File: src/rtl/ttb_pkg.sv
// Shared constants for the triangle tangent and bitangent block.
package ttb_pkg;

   localparam int NORM_BITS = 30;
   localparam int HALF_SHIFT = 15;
   localparam int SUM_W = 64;
   localparam int ROOT_W = 32;
   localparam int NUM_W = 46;
   localparam int DEN_W = ROOT_W + 1;
   localparam int QUO_W = 16;
   localparam int OUT_W = 16;
   localparam int RSP_W = 6 * OUT_W;
   localparam int PROD_CNT = 14;
   localparam int PROD_CNT_W = 4;

endpackage

File: src/rtl/ttb_mul.sv
// Iterative unsigned multiplier, one 4-bit digit of the second operand per cycle.
module ttb_mul #(
   parameter int WIDTH = 33
) (
   input  logic               clock,
   input  logic               reset,
   input  logic               start,
   input  logic [WIDTH-1:0]   op_a,
   input  logic [WIDTH-1:0]   op_b,
   output logic               done,
   output logic [2*WIDTH-1:0] product
);
   localparam int NDIG = (WIDTH + 3) / 4;
   localparam int BW = NDIG * 4;
   localparam int CNT_W = $clog2(NDIG + 1);

   logic [2*WIDTH-1:0] acc_ff, acc_in;
   logic [WIDTH-1:0]   a_ff, a_in;
   logic [BW-1:0]      b_ff, b_in;
   logic [CNT_W-1:0]   cnt_ff, cnt_in;
   logic               run_ff, run_in;
   logic               done_ff, done_in;

   always_comb begin
      acc_in = acc_ff;
      a_in = a_ff;
      b_in = b_ff;
      cnt_in = cnt_ff;
      run_in = run_ff;
      done_in = 1'b0;
      if (start) begin
         acc_in = '0;
         a_in = op_a;
         b_in = BW'(op_b);
         cnt_in = CNT_W'(NDIG);
         run_in = 1'b1;
      end else if (run_ff) begin
         acc_in = (acc_ff << 4) + ((2*WIDTH)'(a_ff) * (2*WIDTH)'(b_ff[BW-1 -: 4]));
         b_in = b_ff << 4;
         cnt_in = cnt_ff - CNT_W'(1);
         if (cnt_ff == CNT_W'(1)) begin
            run_in = 1'b0;
            done_in = 1'b1;
         end
      end
   end

   always_ff @(posedge clock) begin
      acc_ff <= acc_in;
      a_ff <= a_in;
      b_ff <= b_in;
      cnt_ff <= cnt_in;
      if (reset) begin
         run_ff <= 1'b0;
         done_ff <= 1'b0;
      end else begin
         run_ff <= run_in;
         done_ff <= done_in;
      end
   end

   assign done = done_ff;
   assign product = acc_ff;
endmodule

File: src/rtl/ttb_sqrt.sv
// Iterative floor square root, one result bit per cycle.
module ttb_sqrt (
   input  logic                       clock,
   input  logic                       reset,
   input  logic                       start,
   input  logic [ttb_pkg::SUM_W-1:0]  radicand,
   output logic                       done,
   output logic [ttb_pkg::ROOT_W-1:0] root
);
   import ttb_pkg::*;

   localparam int REM_W = ROOT_W + 3;
   localparam int CNT_W = $clog2(ROOT_W + 1);

   logic [REM_W-1:0]  rem_ff, rem_in;
   logic [ROOT_W-1:0] root_ff, root_in;
   logic [SUM_W-1:0]  x_ff, x_in;
   logic [CNT_W-1:0]  cnt_ff, cnt_in;
   logic              run_ff, run_in;
   logic              done_ff, done_in;
   logic [REM_W-1:0]  shifted;
   logic [REM_W-1:0]  trial;

   always_comb begin
      shifted = {rem_ff[REM_W-3:0], x_ff[SUM_W-1 -: 2]};
      trial = REM_W'({root_ff, 2'b01});
      rem_in = rem_ff;
      root_in = root_ff;
      x_in = x_ff;
      cnt_in = cnt_ff;
      run_in = run_ff;
      done_in = 1'b0;
      if (start) begin
         rem_in = '0;
         root_in = '0;
         x_in = radicand;
         cnt_in = CNT_W'(ROOT_W);
         run_in = 1'b1;
      end else if (run_ff) begin
         x_in = x_ff << 2;
         if (shifted >= trial) begin
            rem_in = shifted - trial;
            root_in = {root_ff[ROOT_W-2:0], 1'b1};
         end else begin
            rem_in = shifted;
            root_in = {root_ff[ROOT_W-2:0], 1'b0};
         end
         cnt_in = cnt_ff - CNT_W'(1);
         if (cnt_ff == CNT_W'(1)) begin
            run_in = 1'b0;
            done_in = 1'b1;
         end
      end
   end

   always_ff @(posedge clock) begin
      rem_ff <= rem_in;
      root_ff <= root_in;
      x_ff <= x_in;
      cnt_ff <= cnt_in;
      if (reset) begin
         run_ff <= 1'b0;
         done_ff <= 1'b0;
      end else begin
         run_ff <= run_in;
         done_ff <= done_in;
      end
   end

   assign done = done_ff;
   assign root = root_ff;
endmodule

File: src/rtl/ttb_div.sv
// Iterative restoring divider for the rounded unit-vector components.
module ttb_div (
   input  logic                      clock,
   input  logic                      reset,
   input  logic                      start,
   input  logic [ttb_pkg::NUM_W-1:0] dividend,
   input  logic [ttb_pkg::DEN_W-1:0] divisor,
   output logic                      done,
   output logic [ttb_pkg::QUO_W-1:0] quotient
);
   import ttb_pkg::*;

   localparam int REM_W = DEN_W + 1;
   localparam int CNT_W = $clog2(QUO_W + 1);

   logic [REM_W-1:0] rem_ff, rem_in;
   logic [DEN_W-1:0] den_ff, den_in;
   logic [QUO_W-1:0] low_ff, low_in;
   logic [QUO_W-1:0] quo_ff, quo_in;
   logic [CNT_W-1:0] cnt_ff, cnt_in;
   logic             run_ff, run_in;
   logic             done_ff, done_in;
   logic [REM_W-1:0] trial;

   always_comb begin
      trial = {rem_ff[REM_W-2:0], low_ff[QUO_W-1]};
      rem_in = rem_ff;
      den_in = den_ff;
      low_in = low_ff;
      quo_in = quo_ff;
      cnt_in = cnt_ff;
      run_in = run_ff;
      done_in = 1'b0;
      if (start) begin
         rem_in = REM_W'(dividend[NUM_W-1:QUO_W]);
         low_in = dividend[QUO_W-1:0];
         den_in = divisor;
         quo_in = '0;
         cnt_in = CNT_W'(QUO_W);
         run_in = 1'b1;
      end else if (run_ff) begin
         low_in = low_ff << 1;
         if (trial >= REM_W'(den_ff)) begin
            rem_in = trial - REM_W'(den_ff);
            quo_in = {quo_ff[QUO_W-2:0], 1'b1};
         end else begin
            rem_in = trial;
            quo_in = {quo_ff[QUO_W-2:0], 1'b0};
         end
         cnt_in = cnt_ff - CNT_W'(1);
         if (cnt_ff == CNT_W'(1)) begin
            run_in = 1'b0;
            done_in = 1'b1;
         end
      end
   end

   always_ff @(posedge clock) begin
      rem_ff <= rem_in;
      den_ff <= den_in;
      low_ff <= low_in;
      quo_ff <= quo_in;
      cnt_ff <= cnt_in;
      if (reset) begin
         run_ff <= 1'b0;
         done_ff <= 1'b0;
      end else begin
         run_ff <= run_in;
         done_ff <= done_in;
      end
   end

   assign done = done_ff;
   assign quotient = quo_ff;
endmodule

File: src/rtl/triangle_tangent_bitangent.sv
// Top level: unit tangent and bitangent of a triangle from its vertex UVs.
//
// The req channel carries one vertex per item: position x, y, z and texture
// u, v, each COORD_WIDTH bits two's complement (Q16.16 at 32 bits). The
// first two vertices of a triangle are held; the third starts the work and
// yields one rsp item with the Q2.14 unit tangent and bitangent, plus a
// degenerate flag in rsp_tuser (vectors zero when set).
// The third vertex starts 14 products on the shared digit-serial
// multiplier, then per vector a load and normalizing shifts, 3 squares on the
// same multiplier, a square root and 3 divisions.
// req_tready is low while a triangle is in work.
// A finished result waits in an output register; the next vertices are
// taken while it waits, and a following triangle holds before its result
// until that register is free. Reset empties the vertex slot and drops any
// pending result.
module triangle_tangent_bitangent #(
   parameter  int COORD_WIDTH = 32,
   localparam int REQ_W = ((5 * COORD_WIDTH + 7) / 8) * 8
) (
   input  logic                      clock,
   input  logic                      reset,
   input  logic                      req_tvalid,
   output logic                      req_tready,
   // pos_x, pos_y, pos_z, tex_u, tex_v, zero fill
   input  logic [REQ_W-1:0]          req_tdata,
   output logic                      rsp_tvalid,
   input  logic                      rsp_tready,
   // tan_x, tan_y, tan_z, btan_x, btan_y, btan_z
   output logic [ttb_pkg::RSP_W-1:0] rsp_tdata,
   // degenerate
   output logic                      rsp_tuser
);
   import ttb_pkg::*;

   localparam int CW = COORD_WIDTH;
   localparam int DW = CW + 1;
   localparam int MW = 2 * DW;
   localparam int VW = MW + 1;
   localparam int OPW = (DW > NORM_BITS) ? DW : NORM_BITS;

   typedef enum logic [11:0] {
      S_IDLE      = 12'b000000000001,
      S_MUL_GO    = 12'b000000000010,
      S_MUL_WAIT  = 12'b000000000100,
      S_NRM_LOAD  = 12'b000000001000,
      S_NRM_SHIFT = 12'b000000010000,
      S_SQ_GO     = 12'b000000100000,
      S_SQ_WAIT   = 12'b000001000000,
      S_SQRT_GO   = 12'b000010000000,
      S_SQRT_WAIT = 12'b000100000000,
      S_DIV_GO    = 12'b001000000000,
      S_DIV_WAIT  = 12'b010000000000,
      S_OUT       = 12'b100000000000
   } state_type;

   function automatic logic signed [DW-1:0] diff(input logic [CW-1:0] a, input logic [CW-1:0] b);
      return $signed({a[CW-1], a}) - $signed({b[CW-1], b});
   endfunction

   function automatic logic [OPW-1:0] magn(input logic signed [DW-1:0] x);
      logic [DW-1:0] u;
      u = x[DW-1] ? DW'(-x) : DW'(x);
      return OPW'(u);
   endfunction

   state_type state_ff, state_in;
   logic [1:0] slot_ff, slot_in;
   logic [CW-1:0] hp_ff [6];
   logic [CW-1:0] hp_in [6];
   logic [CW-1:0] ht_ff [4];
   logic [CW-1:0] ht_in [4];
   logic signed [DW-1:0] e1_ff [3];
   logic signed [DW-1:0] e1_in [3];
   logic signed [DW-1:0] e2_ff [3];
   logic signed [DW-1:0] e2_in [3];
   logic signed [DW-1:0] du1_ff, du1_in, dv1_ff, dv1_in, du2_ff, du2_in, dv2_ff, dv2_in;
   logic [PROD_CNT_W-1:0] k_ff, k_in;
   logic psign_ff, psign_in;
   logic [VW-1:0] acc_ff, acc_in;
   logic [VW-1:0] det_ff, det_in;
   logic [VW-1:0] vec_ff [6];
   logic [VW-1:0] vec_in [6];
   logic [MW-1:0] m_ff [3];
   logic [MW-1:0] m_in [3];
   logic [2:0] neg_ff, neg_in;
   logic nsel_ff, nsel_in;
   logic [1:0] j_ff, j_in;
   logic [SUM_W-1:0] sum_ff, sum_in;
   logic [ROOT_W-1:0] len_ff, len_in;
   logic [OUT_W-1:0] res_ff [6];
   logic [OUT_W-1:0] res_in [6];
   logic deg_ff, deg_in;
   logic rsp_valid_ff, rsp_valid_in;
   logic [RSP_W-1:0] rsp_data_ff, rsp_data_in;
   logic rsp_user_ff, rsp_user_in;

   logic [CW-1:0] in_f [5];
   logic [2:0] pair;
   logic signed [DW-1:0] opa, opb;
   logic [OPW-1:0] mul_a, mul_b;
   logic mul_start, mul_done;
   logic [2*OPW-1:0] mul_prod;
   logic [VW-1:0] pmag, sprod, pdiff;
   logic sqrt_start, sqrt_done;
   logic [ROOT_W-1:0] sqrt_root;
   logic div_start, div_done;
   logic [NUM_W-1:0] div_num;
   logic [QUO_W-1:0] div_quo;
   logic [OUT_W-1:0] cval;
   logic [2:0] base;
   logic [VW-1:0] ld;
   logic hi_any, top_any, all_zero;
   logic [RSP_W-1:0] packed_res;

   assign req_tready = (state_ff == S_IDLE);
   assign pair = k_ff[PROD_CNT_W-1:1];

   always_comb begin
      for (int i = 0; i < 5; i++) begin
         in_f[i] = req_tdata[i*CW +: CW];
      end
      for (int i = 0; i < 6; i++) begin
         packed_res[i*OUT_W +: OUT_W] = res_ff[i];
      end
   end

   always_comb begin
      opa = '0;
      opb = '0;
      unique case (pair)
         3'd0: begin
            opa = k_ff[0] ? du2_ff : du1_ff;
            opb = k_ff[0] ? dv1_ff : dv2_ff;
         end
         3'd1, 3'd2, 3'd3: begin
            opa = k_ff[0] ? dv1_ff : dv2_ff;
            opb = k_ff[0] ? e2_ff[2'(pair - 3'd1)] : e1_ff[2'(pair - 3'd1)];
         end
         3'd4, 3'd5, 3'd6: begin
            opa = k_ff[0] ? du2_ff : du1_ff;
            opb = k_ff[0] ? e1_ff[2'(pair - 3'd4)] : e2_ff[2'(pair - 3'd4)];
         end
         default: begin
            opa = '0;
            opb = '0;
         end
      endcase
   end

   always_comb begin
      if (state_ff == S_SQ_GO) begin
         mul_a = OPW'(m_ff[j_ff][NORM_BITS-1:0]);
         mul_b = OPW'(m_ff[j_ff][NORM_BITS-1:0]);
      end else begin
         mul_a = magn(opa);
         mul_b = magn(opb);
      end
      mul_start = (state_ff == S_MUL_GO) || (state_ff == S_SQ_GO);
      sqrt_start = (state_ff == S_SQRT_GO);
      div_start = (state_ff == S_DIV_GO);
      div_num = NUM_W'({m_ff[j_ff][NORM_BITS-1:0], {HALF_SHIFT{1'b0}}}) + NUM_W'(len_ff);
      pmag = VW'(mul_prod);
      sprod = psign_ff ? (-pmag) : pmag;
      pdiff = acc_ff - sprod;
      cval = neg_ff[j_ff] ? (-div_quo) : div_quo;
      base = nsel_ff ? 3'd3 : 3'd0;
      hi_any = |(m_ff[0][MW-1:NORM_BITS] | m_ff[1][MW-1:NORM_BITS] | m_ff[2][MW-1:NORM_BITS]);
      top_any = m_ff[0][NORM_BITS-1] | m_ff[1][NORM_BITS-1] | m_ff[2][NORM_BITS-1];
   end

   ttb_mul #(.WIDTH(OPW)) u_mul (
      .clock(clock), .reset(reset), .start(mul_start), .op_a(mul_a), .op_b(mul_b),
      .done(mul_done), .product(mul_prod)
   );

   ttb_sqrt u_sqrt (
      .clock(clock), .reset(reset), .start(sqrt_start), .radicand(sum_ff),
      .done(sqrt_done), .root(sqrt_root)
   );

   ttb_div u_div (
      .clock(clock), .reset(reset), .start(div_start), .dividend(div_num),
      .divisor({len_ff, 1'b0}), .done(div_done), .quotient(div_quo)
   );

   always_comb begin
      state_in = state_ff;
      slot_in = slot_ff;
      hp_in = hp_ff;
      ht_in = ht_ff;
      e1_in = e1_ff;
      e2_in = e2_ff;
      du1_in = du1_ff;
      dv1_in = dv1_ff;
      du2_in = du2_ff;
      dv2_in = dv2_ff;
      k_in = k_ff;
      psign_in = psign_ff;
      acc_in = acc_ff;
      det_in = det_ff;
      vec_in = vec_ff;
      m_in = m_ff;
      neg_in = neg_ff;
      nsel_in = nsel_ff;
      j_in = j_ff;
      sum_in = sum_ff;
      len_in = len_ff;
      res_in = res_ff;
      deg_in = deg_ff;
      rsp_valid_in = rsp_valid_ff;
      rsp_data_in = rsp_data_ff;
      rsp_user_in = rsp_user_ff;
      ld = '0;
      all_zero = 1'b1;
      if (rsp_valid_ff && rsp_tready) begin
         rsp_valid_in = 1'b0;
      end
      unique case (state_ff)
         S_IDLE: begin
            if (req_tvalid) begin
               if (slot_ff == 2'd2) begin
                  for (int i = 0; i < 3; i++) begin
                     e1_in[i] = diff(hp_ff[3+i], hp_ff[i]);
                     e2_in[i] = diff(in_f[i], hp_ff[i]);
                  end
                  du1_in = diff(ht_ff[2], ht_ff[0]);
                  dv1_in = diff(ht_ff[3], ht_ff[1]);
                  du2_in = diff(in_f[3], ht_ff[0]);
                  dv2_in = diff(in_f[4], ht_ff[1]);
                  slot_in = 2'd0;
                  k_in = '0;
                  nsel_in = 1'b0;
                  deg_in = 1'b0;
                  state_in = S_MUL_GO;
               end else begin
                  for (int i = 0; i < 3; i++) begin
                     if (slot_ff == 2'd1) begin
                        hp_in[3+i] = in_f[i];
                     end else begin
                        hp_in[i] = in_f[i];
                     end
                  end
                  if (slot_ff == 2'd1) begin
                     ht_in[2] = in_f[3];
                     ht_in[3] = in_f[4];
                     slot_in = 2'd2;
                  end else begin
                     ht_in[0] = in_f[3];
                     ht_in[1] = in_f[4];
                     slot_in = 2'd1;
                  end
               end
            end
         end
         S_MUL_GO: begin
            psign_in = opa[DW-1] ^ opb[DW-1];
            state_in = S_MUL_WAIT;
         end
         S_MUL_WAIT: begin
            if (mul_done) begin
               if (!k_ff[0]) begin
                  acc_in = sprod;
               end else if (pair == 3'd0) begin
                  det_in = pdiff;
               end else begin
                  vec_in[3'(pair - 3'd1)] = pdiff;
               end
               if (k_ff == PROD_CNT_W'(PROD_CNT - 1)) begin
                  state_in = S_NRM_LOAD;
               end else begin
                  k_in = k_ff + PROD_CNT_W'(1);
                  state_in = S_MUL_GO;
               end
            end
         end
         S_NRM_LOAD: begin
            for (int i = 0; i < 3; i++) begin
               ld = vec_ff[3'(base + 3'(i))];
               neg_in[i] = ld[VW-1] ^ det_ff[VW-1];
               m_in[i] = ld[VW-1] ? MW'(-ld) : MW'(ld);
               if (ld != '0) begin
                  all_zero = 1'b0;
               end
            end
            if (det_ff == '0 || all_zero) begin
               deg_in = 1'b1;
               state_in = S_OUT;
            end else begin
               state_in = S_NRM_SHIFT;
            end
         end
         S_NRM_SHIFT: begin
            priority if (hi_any) begin
               for (int i = 0; i < 3; i++) begin
                  m_in[i] = m_ff[i] >> 1;
               end
            end else if (!top_any) begin
               for (int i = 0; i < 3; i++) begin
                  m_in[i] = m_ff[i] << 1;
               end
            end else begin
               j_in = 2'd0;
               sum_in = '0;
               state_in = S_SQ_GO;
            end
         end
         S_SQ_GO: begin
            state_in = S_SQ_WAIT;
         end
         S_SQ_WAIT: begin
            if (mul_done) begin
               sum_in = sum_ff + SUM_W'(mul_prod[2*NORM_BITS-1:0]);
               if (j_ff == 2'd2) begin
                  state_in = S_SQRT_GO;
               end else begin
                  j_in = j_ff + 2'd1;
                  state_in = S_SQ_GO;
               end
            end
         end
         S_SQRT_GO: begin
            state_in = S_SQRT_WAIT;
         end
         S_SQRT_WAIT: begin
            if (sqrt_done) begin
               len_in = sqrt_root;
               j_in = 2'd0;
               state_in = S_DIV_GO;
            end
         end
         S_DIV_GO: begin
            state_in = S_DIV_WAIT;
         end
         S_DIV_WAIT: begin
            if (div_done) begin
               res_in[3'(base + 3'(j_ff))] = cval;
               if (j_ff != 2'd2) begin
                  j_in = j_ff + 2'd1;
                  state_in = S_DIV_GO;
               end else if (nsel_ff) begin
                  state_in = S_OUT;
               end else begin
                  nsel_in = 1'b1;
                  state_in = S_NRM_LOAD;
               end
            end
         end
         S_OUT: begin
            if (!rsp_valid_ff || rsp_tready) begin
               rsp_valid_in = 1'b1;
               rsp_data_in = deg_ff ? '0 : packed_res;
               rsp_user_in = deg_ff;
               state_in = S_IDLE;
            end
         end
         default: begin
            state_in = S_IDLE;
         end
      endcase
   end

   always_ff @(posedge clock) begin
      hp_ff <= hp_in;
      ht_ff <= ht_in;
      e1_ff <= e1_in;
      e2_ff <= e2_in;
      du1_ff <= du1_in;
      dv1_ff <= dv1_in;
      du2_ff <= du2_in;
      dv2_ff <= dv2_in;
      k_ff <= k_in;
      psign_ff <= psign_in;
      acc_ff <= acc_in;
      det_ff <= det_in;
      vec_ff <= vec_in;
      m_ff <= m_in;
      neg_ff <= neg_in;
      nsel_ff <= nsel_in;
      j_ff <= j_in;
      sum_ff <= sum_in;
      len_ff <= len_in;
      res_ff <= res_in;
      deg_ff <= deg_in;
      rsp_data_ff <= rsp_data_in;
      rsp_user_ff <= rsp_user_in;
      if (reset) begin
         state_ff <= S_IDLE;
         slot_ff <= 2'd0;
         rsp_valid_ff <= 1'b0;
      end else begin
         state_ff <= state_in;
         slot_ff <= slot_in;
         rsp_valid_ff <= rsp_valid_in;
      end
   end

   assign rsp_tvalid = rsp_valid_ff;
   assign rsp_tdata = rsp_data_ff;
   assign rsp_tuser = rsp_user_ff;

   a_deg_zero: assert property (@(posedge clock) disable iff (reset)
      (rsp_valid_ff && rsp_user_ff) |-> (rsp_data_ff == '0))
      else $error("degenerate result carries nonzero vectors");

   a_stay_idle: assert property (@(posedge clock) disable iff (reset)
      (state_ff == S_IDLE && !(req_tvalid && slot_ff == 2'd2)) |=> (state_ff == S_IDLE))
      else $error("work started without a third vertex");

   a_tan_range: assert property (@(posedge clock) disable iff (reset)
      (rsp_valid_ff && !rsp_user_ff) |->
      ($signed(rsp_data_ff[OUT_W-1:0]) <= 16384 && $signed(rsp_data_ff[OUT_W-1:0]) >= -16384))
      else $error("tangent component out of unit range");

   a_out_wait: assert property (@(posedge clock) disable iff (reset)
      (state_ff == S_OUT && rsp_valid_ff && !rsp_tready) |=> (state_ff == S_OUT))
      else $error("result overwrote a pending item");
endmodule

File: config.mk
export PLATFORM = sky130hd
export DESIGN_NAME = triangle_tangent_bitangent
export DESIGN_NICKNAME = d
export VERILOG_FILES = /design/src/rtl/ttb_pkg.sv /design/src/rtl/ttb_mul.sv /design/src/rtl/ttb_sqrt.sv /design/src/rtl/ttb_div.sv /design/src/rtl/triangle_tangent_bitangent.sv
export SDC_FILE = /design/constraint.sdc
export NUM_CORES = 2
export LEC_CHECK = 0
export BUFFER_PORTS_ARGS = -buffer_cell sky130_fd_sc_hd__buf_2
export CORE_ASPECT_RATIO = 2
export CORE_MARGIN = 8
export CORE_UTILIZATION = 58
export CTS_CLUSTER_DIAMETER = 30
export CTS_CLUSTER_SIZE = 28
export DETAILED_ROUTE_END_ITERATION = 10
export GPL_ROUTABILITY_DRIVEN = 0
export PLACE_DENSITY = 0.74
export SLEW_MARGIN = 15
export SYNTH_ARGS = -nofsm -noshare
export SYNTH_HDL_FRONTEND = slang
export SYNTH_HIERARCHICAL = 1
export SYNTH_SLANG_ARGS = --single-unit
File: constraint.sdc
create_clock -name clock -period 15.6 [get_ports clock]
set_input_delay 2.34 -clock clock [delete_from_list [all_inputs] [get_ports clock]]
set_output_delay 2.34 -clock clock [all_outputs]
set_load 0.01 [all_outputs]
==> PnR_summary.wiki <==
{| class="wikitable"
! Metric !! Value
|-
| Number of library cell types mapped by synthesis || 122
|-
| Instance area at placement || 125000 um2
|-
| Critical path start-end classification || reg2reg
|-
| DR WL/cell || 22.1 um
|-
| Share of layout cells above drive strength 1 || 0.111
|-
| Final setup viols || 0
|-
| Max Cap Violations || 0
|-
| Area of the multi-input gates || 56000 um2
|-
| Final clock period utilization by the worst path || 0.416
|-
| Crit Path Max Fanout || 7
|-
| Share of flip-flops with an asynchronous set or reset || 0
|-
| Placed wire-length estimate after detailed placement || 229 mm
|-
| Seq. cell area || 60700 um2
|-
| Critical path startpoint || u_mul/product[3]
|-
| Post-synthesis register bit count || 2083
|-
| Yosys warning total || 6
|-
| Area grow syn2layout || 12.4%
|-
| Total CTS buffers || 306
|-
| Largest stage delay, worst path || 0.55 ns
|-
| Final standard cell area without fillers || 136000 um2
|-
| Aggregate global routing overflow || 0
|-
| Width of the die || 339 um
|-
| Cell type of the slowest stage on the worst timing path || nor4_1
|-
| Wire length of the first global-routing pass || 488 mm
|-
| IO buf count || 262
|-
| Die Area || 224000 um2
|-
| Buffers plus inverters on the worst setup path || 1
|-
| Reg2reg path depth || 21
|-
| Total vias in the final route || 88.3k
|-
| Arrival time at the worst endpoint || 7.04 ns
|-
| Post-CTS Setup Bufs || 0
|-
| Worst slew margin relative to its limit || 0.114
|-
| Slew @ Worst Pin || 1.31 ns
|-
| Critical Path, Cell by Cell || nor3_2 > nand3_1 > nor2_1 > nand3_1 > o41ai_1 > xnor2_1 > inv_1 > ha_1 > nand3_1 > nor2_1 > nand3_1 > o21ai_0 > a211o_1 > a21oi_2 > o311ai_2 > a21oi_4 > nor4_1 > o21ai_1 > a22oi_1 > a21boi_1 > xnor2_1
|-
| Clock skew after layout || 0.0738 ns
|-
| Crit Reg-Reg Endpoint || det_ff[60]
|-
| DRT iter0 DRCs || 8517
|-
| Syn nets || 11.9k
|-
| First-pass iteration count of the detailed router || 6
|-
| Cell at the root of the clock tree || clkbuf_16
|-
| Type of origin of the critical path || flip-flop
|-
| Result of the run || completed
|-
| DRC viols || 0
|-
| Pin count of the biggest net entering global routing || 225
|-
| Rows || 237
|-
| Number of gates given a new drive strength after cts || 0
|-
| Vias in the first global route || 85.8k
|-
| Clock latency at the later pin of the worst-skew pair || 0.87 ns
|-
| Gate count after technology mapping || 11.1k
|-
| Upper clock frequency limit || 154 MHz
|-
| Endpoint kind of the worst setup timing path || flip-flop
|-
| Total number of nets in the final design || 12.2k
|-
| Chip height || 661 um
|-
| Largest voltage drop on the vdd net || 0.000204 V
|-
| Clock transition at the registers of the reported paths || 0.06 ns
|-
| Most common cell after layout, fill and taps aside || edfxtp_1
|-
| Post-Synthesis Mean Instance Area || 10.9 um2
|-
| DRT antenna net count || 0
|-
| Crit Reg-Reg Startpoint || u_mul/product[3]
|-
| Top-level port count || 263
|-
| Number of flops mapped to enable cells by yosys || 1894
|-
| Placeable core region || 208000 um2
|-
| Critical Path End || det_ff[60]
|-
| Cell repeated most along the worst path || nand3_1
|-
| Register-to-register setup slack || 9.11 ns
|-
| Leakage || 0.0521 uW
|-
| Post-placement setup slack || 9.03 ns
|-
| WP depth || 21
|-
| Worst min-delay path class || reg2reg
|-
| Initial core utilization || 0.581
|-
| Avg Vias per Cell || 6.14
|-
| WP data required || 16.16 ns
|-
| Commonest cells after routing, fill and taps aside || edfxtp_1 (1894), nand2_1 (908), nor2_1 (881), inv_1 (677), a21oi_1 (635)
|-
| Cts hold-fix bufs || 0
|-
| CTS tree || done
|-
| Fillcell total || 15.9k
|-
| Final Critical Period || 6.49 ns
|-
| Total number of H-tree levels || 5
|-
| Post-Route WL || 317 mm
|-
| Post-route worst setup slack || 9.11 ns
|-
| Number of buffers between clock root and the deepest sink || 4
|-
| Area of the mapped netlist || 121000 um2
|-
| Setup repair after global routing missed its margin || false
|-
| Sum of negative setup slack || 0 ns
|-
| Fin. max-slew vios || 0
|-
| Family with the most delay on the worst path || compound AO/OA/AOI/OAI gates
|-
| Share of synthesized area occupied by flip-flops and latches || 0.503
|-
| Pwr per Cell Area || 161 nW/um2
|-
| Overall routing resource usage || 0.273
|-
| Initial antenna violation count || 40
|-
| Most common flop cell mapped by yosys || edfxtp_1
|-
| Clock sink count || 2083
|-
| Hold Fails Final Rpt || 0
|}
-- metal layers --
metal	vias up	track usage	wire, um
met4	14	0.132	16900
met5	-	0	91
li1	41300	-	-
met2	3816	0.448	147000
met1	42400	0.353	127000
met3	789	0.0470	26100
-- area by class of cell --
| class | count | area share |
|---|---|---|
| antenna | 33 | 0.000609 |
| tap | 2748 | 0.0253 |
| sequential | 2083 | 0.447 |
| clock buffer | 340 | 0.0594 |
| inverter | 683 | 0.0189 |
| timing repair buffer | 383 | 0.0169 |
| multi-input combinational | 7903 | 0.413 |
| clock inverter | 216 | 0.0189 |
-- flip-flops by register name (all words and copies together) (netlist names), 36 cells and up --
name           cells
acc_ff            67
e2_ff             99
ht_ff            128
hp_ff            192
vec_ff           402
rsp_tdata         96
u_mul/product     66
e1_ff             99
packed_res        96
det_ff            67
sum_ff            64
u_mul/b_ff        36
u_sqrt/x_ff       64
m_ff             198
-- Yosys cell counts (169+ instances only) --
cell	n	area (um2)
edfxtp_1	1894	56900
nand2_1	911	3420
nor2_1	888	3330
inv_1	679	2550
a21oi_1	636	3180
o21ai_0	626	3130
ha_1	592	7410
xnor2_1	502	4400
mux2i_1	378	3780
xor2_1	314	2750
clkbuf_1	270	1010
nor3_1	227	1140
a21o_1	220	1650
nor2b_1	198	1240
a31oi_1	191	1190
dfxtp_1	189	3780
and2_1	184	1150
nand3_1	180	901
mux2_2	169	1900
-- worst reg2reg max path, delay by kind of cell (launching register included) --
family | cells | cell delay (ns)
adders and majority gates | 1 | 0.39
buffers and inverters | 1 | 0.09
and+or+nand+nor | 8 | 2.20
AOI/OAI and AO/OA | 9 | 2.36
xor gates and xnor gates | 2 | 0.77
DFF | 1 | 0.40
-- through the flow --
| step | total power [uW] | util | cells | hold slack [ns] |
|---|---|---|---|---|
| 6_report | 21900 | 0.654 | 14400 | 0.442 |
| 3_3_place_gp | 14600 | 0.602 | 13800 | 0.431 |
| 5_1_grt | 22900 | 0.653 | 14400 | 0.463 |
| 3_5_place_dp | 14700 | 0.602 | 13800 | 0.441 |
| 4_1_cts | 21900 | 0.653 | 14400 | 0.453 |
| 2_1_floorplan | 12800 | - | 11100 | 0.418 |
-- worst min path at each step --
stage                     slack (ns)         endpoint  startpoint  depth (start not counted)
after floorplan                 0.42  u_div/den_ff[1]   len_ff[0]                          0
after global placement          0.43  u_div/den_ff[1]   len_ff[0]                          0
after detailed placement        0.44  u_div/den_ff[1]   len_ff[0]                          0
after CTS                       0.45  u_div/den_ff[1]   len_ff[0]                          0
after global routing            0.46  u_div/den_ff[1]   len_ff[0]                          0
final                           0.44  u_div/den_ff[1]   len_ff[0]                          0
-- cell families after synthesis --
logic type	share of synthesized area
other cells	0.0000311
flops	0.503
fa+ha+maj	0.0800
xor+xnor	0.0606
compound gates	0.133
mux	0.0594
buf+inv	0.0351
simple gates	0.129
-- power breakdown --
group	total, uW	switching, uW	internal (uW)	leakage [uW]
Sequential	7550	347	7210	0.0191
Combinational	7220	4600	2620	0.0279
Clock	7100	2810	4290	0.00511
Note: power is estimated with default switching activity, not from simulation.
